===== config.mk =====
export PLATFORM = sky130hd
export DESIGN_NAME = rmssra_isqrt
export DESIGN_NICKNAME = d
export VERILOG_FILES = /design/src/rtl/rms_and_sra_of_three_samples_macros.svh /design/src/rtl/rmssra_pkg.sv /design/src/rtl/rmssra_isqrt.sv
export SDC_FILE = /design/constraint.sdc
export NUM_CORES = 1
export LEC_CHECK = 0
export BUFFER_PORTS_ARGS = -buffer_cell sky130_fd_sc_hd__buf_4
export CORE_ASPECT_RATIO = 1.2
export CORE_MARGIN = 1.5
export CORE_UTILIZATION = 52
export CTS_CLUSTER_DIAMETER = 40
export CTS_CLUSTER_SIZE = 40
export DETAILED_ROUTE_END_ITERATION = 6
export PLACE_DENSITY = 0.69
export REMOVE_ABC_BUFFERS = 1
export SLEW_MARGIN = 20
export SYNTH_ARGS = -nofsm -noshare
export SYNTH_HDL_FRONTEND = slang
export SYNTH_SLANG_ARGS = --single-unit

===== constraint.sdc =====
create_clock -name clk_i -period 23.8 [get_ports clk_i]
set_input_delay 1.19 -clock clk_i [delete_from_list [all_inputs] [get_ports clk_i]]
set_output_delay 1.19 -clock clk_i [all_outputs]
set_load 0.1 [all_outputs]

===== src/rtl/rms_and_sra_of_three_samples_macros.svh =====
// Assertion macros shared by the RTL files of the RMS and SRA block.
// Depends on nothing; included by the files that carry assertions.
`ifndef RMS_AND_SRA_OF_THREE_SAMPLES_MACROS_SVH
`define RMS_AND_SRA_OF_THREE_SAMPLES_MACROS_SVH

// Same-cycle implication, checked at every rising edge outside reset.
`define RMSSRA_ASSERT_NOW(name, clk, rst_n, ante, cons) \
  name: assert property (@(posedge clk) disable iff (!(rst_n)) (ante) |-> (cons)) \
    else $error("rmssra assertion failed");

// Next-cycle implication, checked at every rising edge outside reset.
`define RMSSRA_ASSERT_NEXT(name, clk, rst_n, ante, cons) \
  name: assert property (@(posedge clk) disable iff (!(rst_n)) (ante) |=> (cons)) \
    else $error("rmssra assertion failed");

`endif


===== src/rtl/rmssra_pkg.sv =====
// Package of the RMS and SRA block: field widths, fixed-point constants
// and the state type of the pipelined square-root unit. No dependencies.
`timescale 1ns / 1ps

package rmssra_pkg;

  // Port fields.
  localparam int SAMPLE_W = 17;
  localparam int LEVEL_W  = 17;

  // Fixed-point format of a sample: 1.0 equals 2^SAMPLE_FRAC_BITS.
  localparam int SAMPLE_FRAC_BITS = 15;
  localparam int MAG_W            = SAMPLE_FRAC_BITS + 1;
  localparam int MAG_ONE          = 1 << SAMPLE_FRAC_BITS;
  localparam int MAG_SHIFT        = 32 - SAMPLE_FRAC_BITS;

  // Division of a magnitude by three through a reciprocal.
  localparam int QUOT3_W      = 14;
  localparam int RECIP3       = 43691;
  localparam int RECIP3_SHIFT = 17;

  // Division by nine of the squared root sum, after dropping 16 bits.
  localparam int RECIP9       = 1864136;
  localparam int RECIP9_W     = 21;
  localparam int RECIP9_SHIFT = 24;

  // Intermediate widths.
  localparam int PROD_W    = 29;
  localparam int BSQ_W     = 4;
  localparam int MEAN_W    = 33;
  localparam int RTSUM_W   = 18;
  localparam int RTSQ_W    = 2 * RTSUM_W;
  localparam int SRA_LOW   = 16;

  // Pipelined integer square root.
  localparam int SQRT_IN_W   = 34;
  localparam int SQRT_ROOT_W = SQRT_IN_W / 2;
  localparam int SQRT_REM_W  = SQRT_ROOT_W + 2;
  localparam int SQRT_STEPS  = 6;
  localparam int SQRT_STAGES = (SQRT_ROOT_W + SQRT_STEPS - 1) / SQRT_STEPS;

  typedef logic [SQRT_STAGES-1:0] sqrt_en_t;

  typedef struct packed {
    logic [SQRT_REM_W-1:0]  rem;
    logic [SQRT_ROOT_W-1:0] root;
    logic [SQRT_IN_W-1:0]   rad;
  } sqrt_state_t;

endpackage


===== src/rtl/rmssra_isqrt.sv =====
// Pipelined integer square root, rounded down, a few result bits per stage.
// Depends on rmssra_pkg; stage enables come from the caller's pipeline.
`timescale 1ns / 1ps

module rmssra_isqrt (
  input  logic                                clk_i,
  input  rmssra_pkg::sqrt_en_t                en_i,
  input  logic [rmssra_pkg::SQRT_IN_W-1:0]    radicand_i,
  output logic [rmssra_pkg::SQRT_ROOT_W-1:0]  root_o
);
  import rmssra_pkg::*;

  // One restoring step: bring down two radicand bits, try root*4+1.
  function automatic sqrt_state_t sqrt_step(input sqrt_state_t st);
    logic [SQRT_REM_W+1:0] cur;
    logic [SQRT_REM_W+1:0] trial;
    sqrt_state_t           nx;
    cur     = {st.rem, st.rad[SQRT_IN_W-1 -: 2]};
    trial   = {{(SQRT_REM_W - SQRT_ROOT_W){1'b0}}, st.root, 2'b01};
    nx.rad  = {st.rad[SQRT_IN_W-3:0], 2'b00};
    if (cur >= trial) begin
      nx.rem  = SQRT_REM_W'(cur - trial);
      nx.root = {st.root[SQRT_ROOT_W-2:0], 1'b1};
    end else begin
      nx.rem  = cur[SQRT_REM_W-1:0];
      nx.root = {st.root[SQRT_ROOT_W-2:0], 1'b0};
    end
    return nx;
  endfunction

  sqrt_state_t st_in [SQRT_STAGES];
  sqrt_state_t st_q  [SQRT_STAGES];

  for (genvar s = 0; s < SQRT_STAGES; s++) begin : g_stage
    sqrt_state_t st_d;

    if (s == 0) begin : g_first
      assign st_in[s] = '{rem: '0, root: '0, rad: radicand_i};
    end else begin : g_next
      assign st_in[s] = st_q[s-1];
    end

    always_comb begin
      st_d = st_in[s];
      for (int j = 0; j < SQRT_STEPS; j++) begin
        if (s * SQRT_STEPS + j < SQRT_ROOT_W) begin
          st_d = sqrt_step(st_d);
        end
      end
    end

    always_ff @(posedge clk_i) begin
      if (en_i[s]) begin
        st_q[s] <= st_d;
      end
    end
  end

  assign root_o = st_q[SQRT_STAGES-1].root;

endmodule


==> impl_metrics.env <==
export IMPL_status="completed"
export IMPL_cp_slowest_cell="a21oi_1"
export IMPL_post_drt_via_cell_ratio=6.37
export IMPL_place_congestion=0.960
export IMPL_grt_overflow_total=0
export IMPL_min_to="st_q[0][83]$_DFFE_PP_"
export IMPL_required_ns=23.91
export IMPL_grt_setup_unrepaired="no"
export IMPL_synth_seq_cells=105
export IMPL_antenna_found_initial=0
export IMPL_peakVddDrop_v=0.000111
export IMPL_clk_latency_ns=0.37
export IMPL_synthFlopType="edfxtp_1"
export IMPL_min_from="st_q[0][11]$_DFFE_PP_"
export IMPL_start_util_pct=53.0
export IMPL_wirelength_um=48200
export IMPL_syn_avg_cell_area_um2=7.88
export IMPL_io_pins=55
export IMPL_synth_seq_area_share_pct=20.1
export IMPL_layout_nets=2218
export IMPL_dr_pass1_iters=6
export IMPL_wl_per_cell_um=20.0
export IMPL_largest_register="st_q"
export IMPL_power_w=0.00281
export IMPL_ant_nets=0
export IMPL_slew_limit_headroom_pct=25.0
export IMPL_cap_viol_max_count=0
export IMPL_fmax_ghz=0.0535
export IMPL_area_growth_synth_to_final_pct=6.29
export IMPL_synthArstFlopShare_pct=0
export IMPL_antenna_cells=0
export IMPL_crit_type="flip-flop to flip-flop"
export IMPL_vias=15327
export IMPL_die_width_um=162
export IMPL_crit_fanout=23
export IMPL_rows=69
export IMPL_detailed_place_hpwl_um=38900
export IMPL_largest_reg_flops=105
export IMPL_setup_viol=0
export IMPL_fin_tns_setup_ns=0
export IMPL_cpPeakStageDelay_ns=0.78
export IMPL_utilization_pct=56.3
export IMPL_p_leak_nw=6.99
export IMPL_whs_ns=0.414
export IMPL_synth_area_top_cells="edfxtp_1 (20%), ha_1 (13%), a21oi_1 (5.7%)"
export IMPL_ctsHoldBuffers=0
export IMPL_hold_viol=0
export IMPL_final_min_clock_period_ns=18.68
export IMPL_synth_top_area_share_pct=20.1
export IMPL_r2r_slack_ns=5.12
export IMPL_post_cts_setup_buffers=0
export IMPL_layout_drive_gt1_share_pct=7.34
export IMPL_dieArea_um2=31200
export IMPL_worstHoldPathType="flip-flop to flip-flop"
export IMPL_power_density_nw_per_um2=169
export IMPL_drv_slew=0
export IMPL_clock_skew_ns=0.0215
export IMPL_die_height_um=193
export IMPL_cts_tree="yes"
export IMPL_htree_levels=3
export IMPL_rr_worst_depth=71
export IMPL_worst_setup_path_start_kind="flip-flop"
export IMPL_end_kind="flip-flop"
export IMPL_top_regs="st_q x105"
export IMPL_worstReg2RegStart="st_q[0][29]$_DFFE_PP_"
export IMPL_synth_area_leader_cell="edfxtp_1"
export IMPL_synth_edf_count=105
export IMPL_cts_resized_gates=0
export IMPL_cp_data_arrival_time_ns=18.78
export IMPL_clockBufferDepth=2
export IMPL_synth_warnings=0
export IMPL_numCtsBuffers=9
export IMPL_root_buffer="clkbuf_16"
export IMPL_whs_path_depth=0
export IMPL_clock_sinks=105
export IMPL_postPlaceCellArea_um2=16400
export IMPL_netlist_area_um2=15700
export IMPL_grt_pass1_wl_um=75800
export IMPL_io_buffers=54
export IMPL_clkSlewWorstSetupHoldPaths_ns=0.09
export IMPL_grt_usage_pct=30.3
export IMPL_synthCells=1991
export IMPL_min_period_over_period_pct=78.5
export IMPL_drtIter0Drc=1216
export IMPL_remaining_drc_errors=0
export IMPL_synth_distinct_cells=102
export IMPL_grt_pass1_vias=14527
export IMPL_final_area_um2=16700
export IMPL_grt_max_degree=48
export IMPL_reg2reg_to="st_q[0][104]$_DFFE_PP_"
export IMPL_core_area_um2=29600
export IMPL_worst_pin_slew_ns=1.10
## cell usage in the layout, fill, tap and decap left out, types with 59 or more instances in the layout
cell type	instances
a21oi_1	180
edfxtp_1	105
ha_1	169
inv_1	131
nand2_1	170
nand3_1	60
nor2_1	151
o21ai_0	119
xnor2_1	99
xor2_1	59
## where the power goes
group          switching (W)  internal [W]
sequential         0.0000310      0.000275
combinational        0.00141      0.000944
clock              0.0000767     0.0000733
## per-layer routing
layer | track usage [%] | share of wire, % | vias to the layer above
met2 | 52.4 | 48 | 530
met5 | 0 | 0 | -
met1 | 37.2 | 42 | 7184
li1 | - | - | 7477
met4 | 14.7 | 4.8 | 0
met3 | 3.56 | 5.2 | 136
## stage by stage
| stage | instances | setup WS (ns) |
|---|---|---|
| after global routing | 2405 | 3.65 |
| final | 2405 | 5.12 |
| after detailed placement | 2390 | 5.48 |
| after global placement | 2390 | 6.15 |
| after floorplan | 1942 | 8.68 |
| after CTS | 2405 | 5.46 |
## critical path, delay by kind of cell, from the launching register on
family                   cells  cell delay [ns]
AO/OA/AOI/OAI               24             5.39
XOR/XNOR                     3             0.64
adder cells (fa/ha/maj)      6             2.24
buffers and inverters        7             2.47
flip-flops                   1             0.39
multiplexers                 1             0.37
AND/OR/NAND/NOR             30             6.87
## layout make-up
type	count	area, µm²
Timing Repair Buffer	58	435
Clock inverter	6	61.3
Tap cell	390	488
Multi-Input combinational cell	1702	11800
Inverter	135	508
Sequential cell	105	3150
Clock buffer	9	225
Fill cell	2794	12900
## cell families (layout without fill, tap and decap cells)
kind of cell	count (synthesis)	count (layout)	share of synthesized area, %
compound gates	615	615	26.2
xor+xnor	158	158	8.82
fa+ha+maj	170	170	13.5
buf+inv	186	208	4.74
flops	105	105	20.1
mux	41	41	2.80
other cells	1	3	0.0239
simple gates	715	715	23.7
## synth_stat cells (13+ instances only)
master    count
a21oi_1     180
nor2_1      151
edfxtp_1    105
nor4_1       16
inv_1       131
ha_1        169
o21a_1       21
o21bai_1     21
nand3_1      60
xor2_1       59
nor3_1       55
or3_1        14
nand2_1     170
mux2i_1      18
mux2_2       16
and3_1       31
o211ai_1     19
xnor2_1      99
a31oi_1      24
or2_2        19
o41ai_1      13
a211oi_1     13
nand2b_1     39
a21o_1       58
o31ai_1      24
nor2b_1      34
nand4_1      33
clkbuf_1     38
o21ai_0     119
and2_1       19
or4_1        13
## how the worst max path moves through the flow
stage | start | to | slack (ns) | depth (start not counted)
detailed placement | st_q[0][29]$_DFFE_PP_ | st_q[0][110]$_DFFE_PP_ | 5.48 | 71
CTS | st_q[0][29]$_DFFE_PP_ | st_q[0][104]$_DFFE_PP_ | 5.46 | 71
floorplan | st_q[0][28]$_DFFE_PP_ | st_q[0][104]$_DFFE_PP_ | 8.68 | 71
global route | st_q[0][29]$_DFFE_PP_ | st_q[0][112]$_DFFE_PP_ | 3.65 | 71
global placement | st_q[0][29]$_DFFE_PP_ | st_q[0][106]$_DFFE_PP_ | 6.15 | 71
finish | st_q[0][29]$_DFFE_PP_ | st_q[0][104]$_DFFE_PP_ | 5.12 | 71
(Power assumes the default switching activity.)
